<file path="config.mk">
export PLATFORM = sky130hd
export DESIGN_NAME = dns_response_a_record_extract
export DESIGN_NICKNAME = d
export VERILOG_FILES = /design/src/hw/rtl/dra_pkg.sv /design/src/hw/rtl/dns_response_a_record_extract.sv /design/src/hw/rtl/dra_parse.sv
export SDC_FILE = /design/constraint.sdc
export NUM_CORES = 1
export LEC_CHECK = 0
export ABC_AREA = 0
export BUFFER_PORTS_ARGS = -buffer_cell sky130_fd_sc_hd__buf_4
export CAP_MARGIN = 20
export CORE_MARGIN = 1
export CORE_UTILIZATION = 55
export DETAILED_ROUTE_END_ITERATION = 10
export GPL_TIMING_DRIVEN = 0
export PLACE_DENSITY = 0.76
export SLEW_MARGIN = 25
export SYNTH_ARGS = -nofsm -noshare
export SYNTH_HDL_FRONTEND = slang
export SYNTH_SLANG_ARGS = --single-unit
</file>
<file path="constraint.sdc">
create_clock -name clk -period 3.55 [get_ports clk]
set_input_delay 0.71 -clock clk [delete_from_list [all_inputs] [get_ports clk]]
set_output_delay 0.71 -clock clk [all_outputs]
set_load 0.005 [all_outputs]
</file>
<file path="src/hw/rtl/dra_pkg.sv">
package dra_pkg;

    localparam int unsigned HeaderBytes  = 12;
    localparam int unsigned RrFixedBytes = 10;
    localparam int unsigned QFixedBytes  = 4;
    localparam int unsigned ALen         = 4;

    localparam logic [7:0]  PTR_MASK = 8'hC0;
    localparam logic [15:0] TYPE_A   = 16'd1;

    localparam logic [3:0] HDR_FLAGS_OFF = 4'd2;
    localparam logic [3:0] HDR_ANCNT_HI  = 4'd6;
    localparam logic [3:0] HDR_ANCNT_LO  = 4'd7;
    localparam logic [3:0] HDR_LAST_OFF  = 4'(HeaderBytes - 1);

    localparam logic [3:0] RR_TYPE_HI  = 4'd0;
    localparam logic [3:0] RR_TYPE_LO  = 4'd1;
    localparam logic [3:0] RR_LEN_HI   = 4'd8;
    localparam logic [3:0] RR_LEN_LO   = 4'd9;
    localparam logic [3:0] RR_LAST_OFF = 4'(RrFixedBytes - 1);

    localparam logic [3:0]  ADDR_LAST_OFF = 4'(ALen - 1);
    localparam logic [15:0] Q_FIXED_SKIP  = 16'(QFixedBytes);
    localparam logic [15:0] A_LEN_VAL     = 16'(ALen);

    typedef struct packed {
        logic        resolved;
        logic [31:0] address;
    } dra_result_t;

endpackage

</file>
<file path="src/hw/rtl/dns_response_a_record_extract.sv">
// DNS response A-record extractor.
// Input channel (byte_valid/byte_stall): one request per payload byte, data_byte
// with last_byte set on the final byte. Requests may arrive every cycle.
// Output channel (result_valid/result_stall): one result per payload, given
// for the request that carries last_byte: resolved and the 32-bit address
// (first address byte in bits 31..24, zero when not resolved).
// Each byte is captured in an input register and consumed by the parser from
// there; the parser's next-state logic also forms the result, which is loaded
// into the result register, the source of result_valid, when the last byte is
// consumed. Throughput is one byte per cycle while byte_stall is low.
// While result_stall holds a pending result, ordinary bytes keep flowing;
// only a further last byte waits in the input register, and byte_stall is
// raised until the result register frees up.
// Reset clears the parser to the header phase and empties both registers.
module dns_response_a_record_extract
    import dra_pkg::*;
(
    input  logic        clk,
    input  logic        rst_n,
    input  logic        byte_valid,
    output logic        byte_stall,
    input  logic [7:0]  data_byte,
    input  logic        last_byte,
    output logic        result_valid,
    input  logic        result_stall,
    output logic        resolved,
    output logic [31:0] address
);

    logic        hold_valid_reg;
    logic [7:0]  hold_byte_reg;
    logic        hold_last_reg;
    logic        out_valid_reg;
    dra_result_t out_reg;
    dra_result_t parse_result;
    logic        out_free;
    logic        consume;

    assign out_free   = !out_valid_reg || !result_stall;
    assign consume    = hold_valid_reg && (!hold_last_reg || out_free);
    assign byte_stall = hold_valid_reg && !consume;

    dra_parse u_parse (
        .clk       (clk),
        .rst_n     (rst_n),
        .step      (consume),
        .data_byte (hold_byte_reg),
        .last_byte (hold_last_reg),
        .result    (parse_result)
    );

    always_ff @(posedge clk or negedge rst_n)
    begin
        if (!rst_n)
        begin
            hold_valid_reg <= 1'b0;
            out_valid_reg  <= 1'b0;
        end
        else
        begin
            if (byte_valid && !byte_stall)
                hold_valid_reg <= 1'b1;
            else if (consume)
                hold_valid_reg <= 1'b0;

            if (consume && hold_last_reg)
                out_valid_reg <= 1'b1;
            else if (!result_stall)
                out_valid_reg <= 1'b0;
        end
    end

    always_ff @(posedge clk)
    begin
        if (byte_valid && !byte_stall)
        begin
            hold_byte_reg <= data_byte;
            hold_last_reg <= last_byte;
        end
        if (consume && hold_last_reg)
            out_reg <= parse_result;
    end

    assign result_valid = out_valid_reg;
    assign resolved     = out_reg.resolved;
    assign address      = out_reg.address;

    a_zero_when_unresolved: assert property (@(posedge clk) disable iff (!rst_n)
        result_valid && !resolved |-> address == 32'd0)
        else $error("address not zero for unresolved result");

    a_stall_only_on_last: assert property (@(posedge clk) disable iff (!rst_n)
        byte_stall |-> hold_last_reg && result_valid && result_stall)
        else $error("input stalled without a blocked result");

    a_last_gives_result: assert property (@(posedge clk) disable iff (!rst_n)
        consume && hold_last_reg |=> result_valid)
        else $error("last byte consumed without a result");

    a_no_lost_result: assert property (@(posedge clk) disable iff (!rst_n)
        consume && hold_last_reg |-> !result_valid || !result_stall)
        else $error("result overwritten while stalled");

endmodule

</file>
<file path="src/hw/rtl/dra_parse.sv">
module dra_parse
    import dra_pkg::*;
(
    input  logic        clk,
    input  logic        rst_n,
    input  logic        step,
    input  logic [7:0]  data_byte,
    input  logic        last_byte,
    output dra_result_t result
);

    typedef enum logic [3:0] {
        PH_HEADER,
        PH_QNAME,
        PH_QPTR,
        PH_QFIXED,
        PH_ANAME,
        PH_APTR,
        PH_AFIXED,
        PH_ADATA,
        PH_ADDR
    } phase_t;

    phase_t      phase_reg,   phase_next;
    logic [3:0]  offset_reg,  offset_next;
    logic [15:0] skip_reg,    skip_next;
    logic [15:0] answers_reg, answers_next;
    logic        is_resp_reg, is_resp_next;
    logic [15:0] rtype_reg,   rtype_next;
    logic [15:0] rlen_reg,    rlen_next;
    logic [31:0] accum_reg,   accum_next;
    logic        found_reg,   found_next;
    logic        stopped_reg, stopped_next;
    logic [15:0] skip_dec;

    assign skip_dec = (skip_reg != 16'd0) ? skip_reg - 16'd1 : 16'd0;

    always_comb
    begin
        phase_next   = phase_reg;
        offset_next  = offset_reg;
        skip_next    = skip_reg;
        answers_next = answers_reg;
        is_resp_next = is_resp_reg;
        rtype_next   = rtype_reg;
        rlen_next    = rlen_reg;
        accum_next   = accum_reg;
        found_next   = found_reg;
        stopped_next = stopped_reg;

        if (!stopped_reg)
        begin
            unique case (phase_reg)
                PH_HEADER:
                begin
                    if (offset_reg == HDR_FLAGS_OFF)
                        is_resp_next = data_byte[7];
                    else if (offset_reg == HDR_ANCNT_HI)
                        answers_next = {data_byte, 8'd0};
                    else if (offset_reg == HDR_ANCNT_LO)
                        answers_next = {answers_reg[15:8], data_byte};
                    if (offset_reg == HDR_LAST_OFF)
                    begin
                        if (!is_resp_reg || answers_reg == 16'd0)
                            stopped_next = 1'b1;
                        else
                        begin
                            phase_next = PH_QNAME;
                            skip_next  = 16'd0;
                        end
                    end
                    else
                        offset_next = offset_reg + 4'd1;
                end
                PH_QNAME, PH_ANAME:
                begin
                    priority if (skip_reg != 16'd0)
                        skip_next = skip_reg - 16'd1;
                    else if (data_byte == 8'd0)
                    begin
                        if (phase_reg == PH_QNAME)
                        begin
                            phase_next = PH_QFIXED;
                            skip_next  = Q_FIXED_SKIP;
                        end
                        else
                        begin
                            phase_next  = PH_AFIXED;
                            offset_next = 4'd0;
                        end
                    end
                    else if ((data_byte & PTR_MASK) == PTR_MASK)
                        phase_next = (phase_reg == PH_QNAME) ? PH_QPTR : PH_APTR;
                    else
                        skip_next = {8'd0, data_byte};
                end
                PH_QPTR:
                begin
                    phase_next = PH_QFIXED;
                    skip_next  = Q_FIXED_SKIP;
                end
                PH_APTR:
                begin
                    phase_next  = PH_AFIXED;
                    offset_next = 4'd0;
                end
                PH_QFIXED, PH_ADATA:
                begin
                    skip_next = skip_dec;
                    if (skip_dec == 16'd0)
                    begin
                        if (answers_reg == 16'd0)
                            stopped_next = 1'b1;
                        else
                        begin
                            answers_next = answers_reg - 16'd1;
                            phase_next   = PH_ANAME;
                            skip_next    = 16'd0;
                        end
                    end
                end
                PH_AFIXED:
                begin
                    if (offset_reg == RR_TYPE_HI)
                        rtype_next = {data_byte, 8'd0};
                    else if (offset_reg == RR_TYPE_LO)
                        rtype_next = {rtype_reg[15:8], data_byte};
                    else if (offset_reg == RR_LEN_HI)
                        rlen_next = {data_byte, 8'd0};
                    else if (offset_reg == RR_LEN_LO)
                        rlen_next = {rlen_reg[15:8], data_byte};
                    if (offset_reg >= RR_LAST_OFF)
                    begin
                        priority if (rtype_next == TYPE_A && rlen_next == A_LEN_VAL)
                        begin
                            phase_next  = PH_ADDR;
                            offset_next = 4'd0;
                            accum_next  = 32'd0;
                        end
                        else if (rlen_next == 16'd0)
                        begin
                            if (answers_reg == 16'd0)
                                stopped_next = 1'b1;
                            else
                            begin
                                answers_next = answers_reg - 16'd1;
                                phase_next   = PH_ANAME;
                                skip_next    = 16'd0;
                            end
                        end
                        else
                        begin
                            phase_next = PH_ADATA;
                            skip_next  = rlen_next;
                        end
                    end
                    else
                        offset_next = offset_reg + 4'd1;
                end
                PH_ADDR:
                begin
                    accum_next = {accum_reg[23:0], data_byte};
                    if (offset_reg >= ADDR_LAST_OFF)
                    begin
                        found_next   = 1'b1;
                        stopped_next = 1'b1;
                    end
                    else
                        offset_next = offset_reg + 4'd1;
                end
                default:
                    stopped_next = 1'b1;
            endcase
        end
    end

    assign result.resolved = found_next;
    assign result.address  = found_next ? accum_next : 32'd0;

    always_ff @(posedge clk or negedge rst_n)
    begin
        if (!rst_n)
        begin
            phase_reg   <= PH_HEADER;
            offset_reg  <= 4'd0;
            skip_reg    <= 16'd0;
            answers_reg <= 16'd0;
            is_resp_reg <= 1'b0;
            rtype_reg   <= 16'd0;
            rlen_reg    <= 16'd0;
            accum_reg   <= 32'd0;
            found_reg   <= 1'b0;
            stopped_reg <= 1'b0;
        end
        else if (step)
        begin
            if (last_byte)
            begin
                phase_reg   <= PH_HEADER;
                offset_reg  <= 4'd0;
                skip_reg    <= 16'd0;
                answers_reg <= 16'd0;
                is_resp_reg <= 1'b0;
                rtype_reg   <= 16'd0;
                rlen_reg    <= 16'd0;
                accum_reg   <= 32'd0;
                found_reg   <= 1'b0;
                stopped_reg <= 1'b0;
            end
            else
            begin
                phase_reg   <= phase_next;
                offset_reg  <= offset_next;
                skip_reg    <= skip_next;
                answers_reg <= answers_next;
                is_resp_reg <= is_resp_next;
                rtype_reg   <= rtype_next;
                rlen_reg    <= rlen_next;
                accum_reg   <= accum_next;
                found_reg   <= found_next;
                stopped_reg <= stopped_next;
            end
        end
    end

endmodule

</file>
# Yosys cells after proc, flatten, opt, wreduce, memory -nomap -nowiden
# Cells that the tools add are included.
# op_classes
add_sub_neg,3
multipliers,0
div_mod_pow,0
n_lt_le_gt_ge,2
eq_ne,39
shift,0
mux,96
bitwise_logic,0
reduce_logical,39
# op_table
op,n
two-way mux 16 bit,38
two-way mux 32 bit,4
two-way mux 4 bit,21
case mux 16 bit (5 select lines),1
case mux 32 bit (2 select lines),1
logical NOT 16 bit,3
case mux 16 bit (3 select lines),1
AND reduction 9 bit,4
subtractor 16 x 1 -> 16 bit (second input constant),2
equality test 4 x 3 -> 1 bit (second input constant),6
two-way mux 8 bit,3
case mux 4 bit (6 select lines),1
two-way mux 1 bit,22
inequality test 3 bit (second input constant),7
case mux 4 bit (5 select lines),1
inequality test 3 x 2 -> 1 bit (second input constant),6
equality test 16 x 1 -> 1 bit (second input constant),1
equality test 16 x 3 -> 1 bit (second input constant),1
equality test 4 bit (second input constant),4
nonzero test 16 bit,1
equality test 4 x 2 -> 1 bit (second input constant),3
nonzero test 6 bit,2
AND reduction 10 bit,1
equality test 4 x 1 -> 1 bit (second input constant),2
24 further kinds,43
# totals
regBits,151
latchBits,0
ram_bits,0
romBits,0
in_bits,13
out_inout_bits,35
elab_cells,196
mem_count,0

# Depth between registers and ports, before layout
# Gate-level depths: netlist of the first run.
# depth
word_depth,14
depth_mapped,14
depth_no_buf,11

# Modules after synthesis
# From an unflattened synthesis of the first run, not the netlist that was laid out.
# hier_totals
cells_unflattened,786
hier_area_um2,8034.0
# modules_own_cells
module,n_inst,cells_each,area_per_inst_um2,seq_area_each_um2
dra_parse,1,732,6667.6,2677.6
dns_response_a_record_extract,1,54,1366.3,1311.3

# Least setup slack after synthesis of the first run
# Ideal clock, no wire load.
# synth_timing
kind,reg2reg
from,register u_parse.offset_reg[1]
to,"register out_reg (netlist bit address[3]), data pin"
setup_ns,0.256
arrival_ns,3.032
required_time_ns,3.294
slack_ns,0.262
path_stages_with_launch,13
n_path_buf,2
period_less_slack_ns,3.288
path_cell_list,dfrtp_1 > inv_1 > ha_1 > or3b_1 > clkbuf_1 > or4b_1 > a221oi_2 > and2b_1 > nand3_1 > a211oi_2 > nor2_1 > buf_2 > a22o_1
# synth_between
elab_chain_len,13
word_cells_on_any_way,26
cone_classes,order compare (2); eq/ne (5); mux (17); reduce/logical (2)
# synth_rtl
element,line_no,source
start: declaration,dra_parse.sv:25,"logic [3:0] offset_reg, offset_next;"
start signal: assignment,dra_parse.sv:213,offset_reg <= offset_next;
equality test 4 bit,dra_parse.sv:130,else if (offset_reg == RR_LEN_LO)
two-way mux 8 bit,dra_parse.sv:130,
two-way mux 16 bit,dra_parse.sv:128,else if (offset_reg == RR_LEN_HI)
two-way mux 16 bit,dra_parse.sv:126,else if (offset_reg == RR_TYPE_LO)
two-way mux 16 bit,dra_parse.sv:124,if (offset_reg == RR_TYPE_HI)
two-way mux 16 bit,dra_parse.sv:53,unique case (phase_reg)
two-way mux 16 bit,dra_parse.sv:51,if (!stopped_reg)
equality test 16 x 3 -> 1 bit,dra_parse.sv:134,priority if (rtype_next == TYPE_A && rlen_next == A_LEN_VAL)
logical AND 1 bit,dra_parse.sv:134,
two-way mux 32 bit,dra_parse.sv:134,
two-way mux 32 bit,dra_parse.sv:132,if (offset_reg >= RR_LAST_OFF)
case mux 32 bit (2 select lines),dra_parse.sv:53,
two-way mux 32 bit,dra_parse.sv:51,
end signal: assignment,dns_response_a_record_extract.sv:81,out_reg <= parse_result;
end: declaration,dns_response_a_record_extract.sv:34,dra_result_t out_reg;
# Parallel ways exist; a longest one is shown, timed or not. The select of a mux whose other input is x is not followed.
# A chain may end at the register's enable or synchronous reset.

# Final worst setup path of the first run
# layout_timing
from,register u_parse.offset_reg[1]
to,register u_parse.accum_reg[5]
# layout_between
elab_chain_len,14
word_cells_on_any_way,23
cone_classes,order compare (1); eq/ne (5); mux (15); reduce/logical (2)
# layout_rtl
element,line_no,source
equality test 4 bit,dra_parse.sv:130,
two-way mux 8 bit,dra_parse.sv:130,
two-way mux 16 bit,dra_parse.sv:128,
two-way mux 16 bit,dra_parse.sv:126,
two-way mux 16 bit,dra_parse.sv:124,
two-way mux 16 bit,dra_parse.sv:53,
two-way mux 16 bit,dra_parse.sv:51,
equality test 16 x 3 -> 1 bit,dra_parse.sv:134,
logical AND 1 bit,dra_parse.sv:134,
two-way mux 32 bit,dra_parse.sv:134,
two-way mux 32 bit *,dra_parse.sv:132,
case mux 32 bit (2 select lines) *,dra_parse.sv:53,
two-way mux 32 bit *,dra_parse.sv:51,
two-way mux 32 bit *,dra_parse.sv:197,if (last_byte)
end signal: assignment,dra_parse.sv:219,accum_reg <= accum_next;
end: declaration,dra_parse.sv:31,"logic [31:0] accum_reg, accum_next;"
# Every way passes the cells marked *; elsewhere a longest branch is shown, timed or not. The select of a mux whose other input is x is not followed.

==> reports/summary.txt, run 1 <==
Status = finished, final reports clean
Row cnt = 43
Fin worst setup slack = 0.004382 ns
Placed cell areas = 0.008576 sq mm
Total Wirelength = 24.22 mm
Post-Synthesis Cell Area = 0.007994 sq mm
Synth Register Bits = 151
Seq. cell area = 0.003994 sq mm
Clk_skew = 0.006814 ns
CP Capture Type = flop
Max Cap Viol = 0
GRT Overall Usage = 33.33%
P_leak = 4.031 nW
Vias/cell = 6.986
1st-iter DRT viols = 933
Crit-path leading delay family = simple AND/OR/NAND/NOR gates
R2R Path End = u_parse.accum_reg[5]
DRT antenna net count = 0
Worst-margin pin slew = 1.127 ns
Post-synthesis sequential area ratio = 49.90%
Async set-or-reset flop fraction in the synthesized netlist = 72.19%
Fin. Hold Viols = 0
Worst slew margin = 24.14%
Setup-failing EPs final = 0
Setup repair after global routing missed its margin = true
Post-route design area = 0.009440 sq mm
Top post-synthesis cells by count = dfrtp_1, a22o_1, nor2_1
Initial antenna violation count = 0
Post-Place Setup Slack = -0.5398 ns
Crit Path Category = flop to flop
P per Cell Area = 807.5 mW/mm^2
Synth top area cells = dfrtp_1, edfxtp_1, a22o_1
Post-synth top area share = 34.12%
Share of post-route cells with drive strength above 1 = 16.33%
Clock-pin slew of the registers on the worst-case setup and hold paths = 0.06 ns
Largest net degree at the start of global routing = 110
WP data required = 3.87 ns
RR Startpoint = u_parse.offset_reg[1]
DRT Pass-1 Iters = 6
Peak fanout along the critical path = 10
Initial Utilization = 56.93%
Htree depth = 4
GPL Wtd Cong = 0.9951
IO Port Bufs = 47
Arr. time, crit path = 3.86 ns
Die X = 122.6 um
Worst hold slack = 0.3803 ns
Highest-delay cell along the critical path = or4b_4
Warnings from Yosys = 0
Critical Path Start Type = flop
# diodes = 0
Most area-hungry cell type in the Yosys netlist = dfrtp_1
R2R cell count = 12
First-pass GRT wire length = 37.74 mm
Syn_nets = 810
Layout area overhead = 18.09%
Via count = 7419
Highest clock rate = 282.0 MHz
DP Wirelength = 16.39 mm
Core box area = 0.01404 sq mm
Count leader, synth = dfrtp_1
Post-synth EDFFs = 42
Cell mode on critical path = buf_4
Crit share post-route = 99.88%
Grt total ovfl = 0
Min Tclk post-route = 3.546 ns
Longest Clk Path Bufs = 2
Die Y = 122.6 um
R2r setup slk = 0.004 ns
Num CTS Buffers = 17
Post-Syn Instances = 789
Vias in the first global route = 6970
Max Slew Vio Count = 0
DR DRC count = 0
Setup TNS = 0 ns
Cts hold-fix bufs = 0
DR WL/cell = 22.81 um
Worst path cell trace = inv_2 > ha_4 > or3b_4 > or4b_4 > a221oi_4 > and2b_2 > nand3_1 > a211oi_2 > buf_4 > o21ai_1 > buf_4 > a22o_1
CTS tree = yes
Area of the die = 0.01502 sq mm
Final #Nets = 890
Multi-input gate area = 0.003847 sq mm
Syn Area/Cell = 10.13 sq um
Hold Crit Class = primary input to async pin
Clock root buffer = clkbuf_16
Worst-Skew Late Latency = 0.43 ns
Io pins = 48
Worst path buffer plus inverter count = 3
# fillers = 1098
Clock sinks = 151
Slowest cell delay on critical path = 0.54 ns
Library cells used by synthesis = 74
Main synth FF type = dfrtp_1
Worst vdd ir = 430.8 uV
worst max-delay path by stage:
stage / to / from / slack, ns / depth (start not counted)
3_3_place_gp: u_parse.skip_reg[2] / result_stall / -0.73 / 10
4_1_cts: address[15] / u_parse.offset_reg[0] / -0.003 / 13
3_5_place_dp: u_parse.answers_reg[14] / u_parse.skip_reg[0] / -0.54 / 14
2_1_floorplan: address[3] / u_parse.offset_reg[1] / 0.26 / 12
6_report: u_parse.accum_reg[5] / u_parse.offset_reg[1] / 0.004 / 12
5_1_grt: u_parse.accum_reg[5] / u_parse.offset_reg[0] / -0.09 / 12
power by group:
part / total, W / switching [W] / internal (W) / leakage [nW]
combinational: 0.00365 / 0.00233 / 0.00132 / 1.86
clock: 0.00175 / 0.000763 / 0.000991 / 0.269
sequential: 0.00222 / 0.000239 / 0.00199 / 1.90
cells in the final DEF, fill, tap and decap left out, types with 9 or more instances in the layout:
master,synthesis,layout
buf_4,1,64
inv_1,22,20
mux2i_1,9,9
nand3_1,16,15
nor4_1,18,16
a21oi_1,28,27
a22oi_1,11,10
dfrtp_1,109,105
edfxtp_1,42,42
a31oi_1,13,13
or3_1,12,12
nor2_1,70,68
nor3_1,16,15
nand2_1,46,45
o31ai_1,16,16
o21ai_0,48,48
a22o_1,100,100
clkbuf_1,38,34
clkbuf_16,0,17
nand2b_1,12,12
worst reg2reg max path, stage by stage (launching register included):
cell and delay [ns]:
dfrtp_2 0.43, inv_2 0.08, ha_4 0.14, or3b_4 0.40, or4b_4 0.54, a221oi_4 0.37, and2b_2 0.21, nand3_1 0.10
a211oi_2 0.33, buf_4 0.17, o21ai_1 0.19, buf_4 0.28, a22o_1 0.19
area by class of cell:
class | instances | share of cell area (%)
buffer | 45 | 2.333
clock buffer | 19 | 4.692
clock inverter | 13 | 1.299
inverter | 23 | 0.9410
multi-input combinational | 566 | 40.76
sequential | 151 | 42.31
tap | 180 | 2.386
timing repair buffer | 65 | 5.288
kinds of logic after synthesis:
logic type	Yosys count	synth area share, %
compound gates	286	26.59
xor+xnor	8	0.8765
fa+ha+maj	9	1.377
buf+inv	72	3.569
flops	151	49.90
mux	9	1.127
simple gates	254	16.56
timing repair:
action,in CTS,in global routing
setup buffers,5,10
pin swaps,3,4
endpoints found under the setup margin,99,97
gates cloned,1,2
resized for setup,29,21
layer usage:
layer / GRT usage [%] / routed length, um / share of wire [%] / up-vias
li1: - / - / - / 3214
met1: 44.62 / 9911 / 41 / 3655
met2: 52.28 / 11510 / 48 / 457
met3: 6.691 / 1896 / 7.8 / 93
met4: 15.32 / 903 / 3.7 / 0
met5: 0 / 0 / 0 / -
per-stage QoR:
stage / util [%] / total power [W] / instances
after global placement: 61.04 / 0.005403 / 1016
after floorplan: - / 0.004530 / 789
after global routing: 67.23 / 0.007972 / 1062
after detailed placement: 61.07 / 0.005470 / 1016
after CTS: 66.14 / 0.007332 / 1051
final: 67.23 / 0.007623 / 1062
(Power assumes the default switching activity.)
==> run 2, diff against run 1 <==
--- a/config.mk
+++ b/config.mk
@@ -5,14 +5,14 @@
 export SDC_FILE = /design/constraint.sdc
 export NUM_CORES = 1
 export LEC_CHECK = 0
-export ABC_AREA = 0
+export ABC_AREA = 1
 export BUFFER_PORTS_ARGS = -buffer_cell sky130_fd_sc_hd__buf_4
 export CAP_MARGIN = 20
 export CORE_MARGIN = 1
-export CORE_UTILIZATION = 55
+export CORE_UTILIZATION = 56
 export DETAILED_ROUTE_END_ITERATION = 10
 export GPL_TIMING_DRIVEN = 0
-export PLACE_DENSITY = 0.76
+export PLACE_DENSITY = 0.77
 export SLEW_MARGIN = 25
 export SYNTH_ARGS = -nofsm -noshare
 export SYNTH_HDL_FRONTEND = slang
==> run 2 against run 1 <==
Hold slack worse by 0.20 ns. Sequential share of layout area is 5.1 points lower. Routed wire length is 8.7% higher. Critical endpoint is now byte_stall. Area after synthesis is 19% higher.
==> reports/summary.txt, run 2 <==
Async set-or-reset flop fraction in the synthesized netlist = 72.19%
Top post-synthesis cells by count = nand2_1, inv_1, nor2_1
CTS tree = yes
Post-synthesis mux area share = 0%
Post-synth EDFFs = 42
# diodes = 0
Layout area overhead = 13.08%
Grt total ovfl = 0
Clock-pin slew of the registers on the worst-case setup and hold paths = 0.07 ns
Fin worst setup slack = 0.4334 ns
Most area-hungry cell type in the Yosys netlist = dfrtp_1
Highest clock rate = 320.9 MHz
Placed cell areas = 0.01014 sq mm
Setup repair after global routing missed its margin = false
Crit Path Category = flop to output pin
Vias/cell = 5.624
Synth Register Bits = 151
Post-route design area = 0.01072 sq mm
Area of the die = 0.01746 sq mm
Cell mode on critical path = clkbuf_1
1st-iter DRT viols = 911
Min Tclk post-route = 3.117 ns
Die Y = 132.1 um
Resize count post-CTS = 0
Worst vdd ir = 407.0 uV
Slowest cell delay on critical path = 0.62 ns
Vias in the first global route = 8800
Post-synthesis sequential area ratio = 42.06%
GRT Overall Usage = 31.33%
Worst path cell trace = clkbuf_1 > clkbuf_1 > nand4_1 > inv_1 > buf_4
Largest family of logic cells by synthesized area = simple AND/OR/NAND/NOR gates
Total Wirelength = 26.32 mm
Io pins = 48
Initial antenna violation count = 0
Highest-delay cell along the critical path = clkbuf_1
Critical Path Start Type = flop
Share of post-route cells with drive strength above 1 = 8.942%
Seq. cell area = 0.003989 sq mm
# fillers = 1506
Peak fanout along the critical path = 10
Final #Nets = 1473
XOR/XNOR Fraction of Synth Area = 1.016%
Htree depth = 4
Post-Synthesis Cell Area = 0.009483 sq mm
Cts hold-fix bufs = 0
Setup TNS = 0 ns
Post-Place Setup Slack = 0.6513 ns
GPL Wtd Cong = 0.9936
WP data required = 2.84 ns
Most frequent cells in the layout = nand2_1, inv_1, nor2_1, nand3_1, dfrtp_1
Hold Crit Class = primary input to async pin
Syn Area/Cell = 6.847 sq um
DRT antenna net count = 0
Count leader, synth = nand2_1
Worst-Skew Late Latency = 0.44 ns
Crit share post-route = 87.79%
DP Wirelength = 18.95 mm
IO Port Bufs = 47
Library cells used by synthesis = 41
Initial Utilization = 57.18%
Synth top area cells = dfrtp_1, nand2_1, edfxtp_1
CP Capture Type = output pin
P_leak = 5.199 nW
Worst slew margin = 46.93%
Clock sinks = 151
Core box area = 0.01658 sq mm
P per Cell Area = 678.2 mW/mm^2
Post-synth top area share = 28.76%
DRT Pass-1 Iters = 5
Max Slew Vio Count = 0
Via count = 9476
Main synth FF type = dfrtp_1
Row cnt = 47
Die X = 132.1 um
Largest net degree at the start of global routing = 70
Setup crit start = hold_last_reg
Adder-cell share of the synthesized area = 1.056%
Num CTS Buffers = 17
RR Startpoint = u_parse.offset_reg[0]
Max Cap Viol = 0
Setup-failing EPs final = 0
Simple-Gate Fraction of Synth Area = 36.32%
Post-Syn Instances = 1385
Warnings from Yosys = 0
DR WL/cell = 15.62 um
Longest Clk Path Bufs = 2
Synth Area in Compound Gates = 10.09%
Crit-path leading delay family = buffers and inverters
Fin. Hold Viols = 0
Most common cell after layout, fill and taps aside = nand2_1
Clock root buffer = clkbuf_16
DR DRC count = 0
Multi-input gate area = 0.004598 sq mm
Worst-margin pin slew = 0.7949 ns
Clk_skew = 0.01013 ns
Post CTS Setup Buffer Count = 0
Syn_nets = 1406
Worst hold slack = 0.1782 ns
Worst path buffer plus inverter count = 4
Arr. time, crit path = 2.41 ns
Status = finished, final reports clean
First-pass GRT wire length = 43.44 mm
## run 2: changes by cell type after synthesis, moves of 12 or more
cell,change
o22ai_1,+35
nand4_1,+13
inv_1,+126
nand3_1,+96
a22o_1,-100
nor2_1,+58
a21oi_1,+25
or3_1,-12
nand2_1,+479
nand2b_1,-12
o31ai_1,-13
nor4_1,-16
## run 2: routing by layer
metal / vias up / wire (um) / GRT usage, %
met5: - / 0 / 0
met4: 0 / 811 / 13.11
met3: 65 / 2130 / 6.344
met2: 440 / 11640 / 47.50
met1: 4381 / 11740 / 43.80
li1: 4590 / - / -
## run 2: per-stage QoR
stage                     std cells  utilization [%]  power, W
after floorplan                1385                -  0.004558
after global placement         1652            60.97  0.005313
after detailed placement       1653            61.16  0.005366
after CTS                      1685            64.66  0.007197
after global routing           1685            64.66  0.007749
final                          1685            64.66  0.007272
## run 2: worst reg2reg max path: stages, from the launching register on
cell and delay, ns:
dfrtp_1 0.42, inv_1 0.14, ha_1 0.16, buf_2 0.21
nand3_2 0.12, buf_2 0.22, nand2_1 0.08, nand2_1 0.06
nor2_1 0.11, nand2_1 0.09, nor2_4 0.20, nand2_1 0.09
nor2_2 0.12, nand3_2 0.19, buf_6 0.21, nand2_1 0.06
nand2_1 0.04, nand2_1 0.07, a21oi_1 0.10
## run 2: kinds of logic after synthesis
| kind of cell | Yosys count |
|---|---|
| DFF | 151 |
| xor gates and xnor gates | 11 |
| and+or+nand+nor | 830 |
| buffers and inverters | 214 |
| AOI/OAI and AO/OA | 171 |
| adders and majority gates | 8 |
## run 2: final timing paths
path | to | cells after the start | slack [ns]
max reg2reg | address[23] | 18 | 0.60
min | u_parse.answers_reg[8] | 1 | 0.18
max in group asynchronous | u_parse.accum_reg[31] | 2 | 2.68
min in group clk | hold_byte_reg[5] | 1 | 0.44
min reg2reg | u_parse.answers_reg[3] | 2 | 0.50
max | byte_stall | 5 | 0.43
## run 2: where the power goes
| group | switching (W) | internal [W] | total, W |
|---|---|---|---|
| combinational | 0.00229 | 0.00104 | 0.00332 |
| sequential | 0.000178 | 0.00194 | 0.00212 |
| clock | 0.000834 | 0.000995 | 0.00183 |
## run 2: cell type report
class | instances | share of cell area (%)
clock inverters | 15 | 1.447
inverters | 155 | 5.461
well taps | 220 | 2.567
flip-flops and latches | 151 | 37.20
repair buffers | 48 | 3.582
multi-input cells | 1020 | 42.88
plain buffers | 59 | 2.894
clock buffers | 17 | 3.967
==> run 3, diff against run 2 <==
--- a/config.mk
+++ b/config.mk
@@ -8,7 +8,7 @@
 export ABC_AREA = 1
 export BUFFER_PORTS_ARGS = -buffer_cell sky130_fd_sc_hd__buf_4
 export CAP_MARGIN = 20
-export CORE_MARGIN = 1
+export CORE_MARGIN = 5
 export CORE_UTILIZATION = 56
 export DETAILED_ROUTE_END_ITERATION = 10
 export GPL_TIMING_DRIVEN = 0
==> run 3 against run 2 <==
Sequential power hardly changed. Non-clock buffer count is the same. Hold slack gained 0.031 ns. Cell count did not move. Sequential share of layout area hardly changed. First-iteration DRC count rose by 8.2%. Maximum frequency is 2.0% higher. Total power fell by 0.94%. Largest cell class unchanged. Global-route usage shrank 4.5 points.
==> reports/summary.txt, run 3 (synthesis gave the netlist of run 2 again) <==
Status = finished, final reports clean
Clock root buffer = clkbuf_16
Die X = 140.1 um
Arr. time, crit path = 2.34 ns
Area of the die = 0.01964 sq mm
# fillers = 1505
Critical Path Start Type = flop
Initial antenna violation count = 0
Met2 routed WL = 11.69 mm
P per Cell Area = 672.0 mW/mm^2
WP data required = 2.84 ns
NetSw = 0.003222 W
Placed insts = 1653
Seq. cell area = 0.003989 sq mm
Final #Nets = 1473
Setup repair after global routing missed its margin = false
Cell mode on critical path = clkbuf_1
Crit share post-route = 86.05%
DR WL/cell = 15.41 um
Most frequent cells in the layout = nand2_1, inv_1, nor2_1, nand3_1, dfrtp_1
Crit Path Category = flop to output pin
Worst-margin pin slew = 0.7753 ns
Worst slew margin = 48.24%
M1 WL = 11.65 mm
Setup-failing EPs final = 0
Via count = 9334
Num CTS Buffers = 17
Slowest cell delay on critical path = 0.60 ns
Grt total ovfl = 0
Io pins = 48
IO Port Bufs = 47
R2R cell count = 18
CP Capture Type = output pin
DP Wirelength = 18.92 mm
Worst-Skew Late Latency = 0.44 ns
DRT antenna net count = 0
Cts hold-fix bufs = 0
Vias in the first global route = 8624
Clk_skew = 0.01220 ns
Worst path cell trace = clkbuf_1 > clkbuf_1 > nand4_1 > inv_1 > buf_4
Sw frac = 44.73%
Total chip power = 0.007204 W
Finished Core Util = 64.64%
Sequential share of power = 29.4%
Logic pwr share = 45.8%
Peak fanout along the critical path = 10
P_leak = 5.196 nW
Htree depth = 4
Clock-pin slew of the registers on the worst-case setup and hold paths = 0.06 ns
Worst vdd ir = 407.9 uV
Max Slew Vio Count = 0
Fin. Hold Viols = 0
WL met3 = 2.035 mm
Highest clock rate = 327.3 MHz
Resize count post-CTS = 0
Die Y = 140.1 um
First-pass GRT wire length = 43.22 mm
Largest net degree at the start of global routing = 61
Layout area overhead = 13.04%
GPL Wtd Cong = 1.017
1st-iter DRT viols = 986
Multi-input gate area = 0.004598 sq mm
Max layer used = met4
Worst path buffer plus inverter count = 4
Initial Utilization = 57.18%
# diodes = 0
DRT Pass-1 Iters = 6
Min Tclk post-route = 3.055 ns
Layout Cells excl Fill = 1685
CTS tree = yes
Clk network pwr share = 24.8%
Total Wirelength = 25.97 mm
Clock sinks = 151
GRT Overall Usage = 26.86%
Setup TNS = 0 ns
Most common cell after layout, fill and taps aside = nand2_1
Stages on worst setup path = 5
Worst hold slack = 0.2088 ns
Post CTS Setup Buffer Count = 0
Vias/cell = 5.539
Share of post-route cells with drive strength above 1 = 9.010%
Pint = 0.003981 W
Longest Clk Path Bufs = 2
Highest-delay cell along the critical path = clkbuf_1
Hold Crit Class = primary input to async pin
Crit-path leading delay family = buffers and inverters
Core box area = 0.01658 sq mm
Row cnt = 47
Max Cap Viol = 0
DR DRC count = 0
run 3: metrics by stage:
step | setup slack [ns] | instance area [sq um]
after global routing | 0.3526 | 10720
after detailed placement | 0.6661 | 10140
after CTS | 0.5009 | 10720
after global placement | 0.2574 | 10110
final | 0.4951 | 10720
after floorplan | 1.043 | 9483
run 3: path summary, 6_finish.rpt:
kind	startpoint	to	slack (ns)
worst max-delay path	hold_last_reg	byte_stall	0.50
worst min-delay path	rst_n	u_parse.answers_reg[8]	0.21
worst max register to register	u_parse.offset_reg[0]	address[23]	0.60
worst min register to register	u_parse.answers_reg[3]	u_parse.answers_reg[3]	0.50
max in group asynchronous	rst_n	u_parse.accum_reg[17]	2.66
min in group clk	data_byte[4]	hold_byte_reg[4]	0.45
run 3: layer usage:
| layer | GRT usage [%] | up-vias |
|---|---|---|
| li1 | - | 4590 |
| met1 | 38.90 | 4279 |
| met2 | 41.58 | 406 |
| met3 | 5.010 | 59 |
| met4 | 7.445 | 0 |
| met5 | 0 | - |
run 3: cell type report:
class / count / area share (%)
buffer: 59 / 2.895
clock buffer: 18 / 4.097
clock inverter: 14 / 1.284
inverter: 155 / 5.463
multi-input combinational: 1020 / 42.90
sequential: 151 / 37.21
tap: 220 / 2.568
timing repair buffer: 48 / 3.584
run 3: power groups by stage:
stage | registers (W) | logic [W] | clock network [W]
floorplan | 0.00210 | 0.00246 | 0
global placement | 0.00215 | 0.00318 | 0
CTS | 0.00211 | 0.00326 | 0.00180
finish | 0.00212 | 0.00330 | 0.00179
global route | 0.00214 | 0.00374 | 0.00189
detailed placement | 0.00215 | 0.00323 | 0
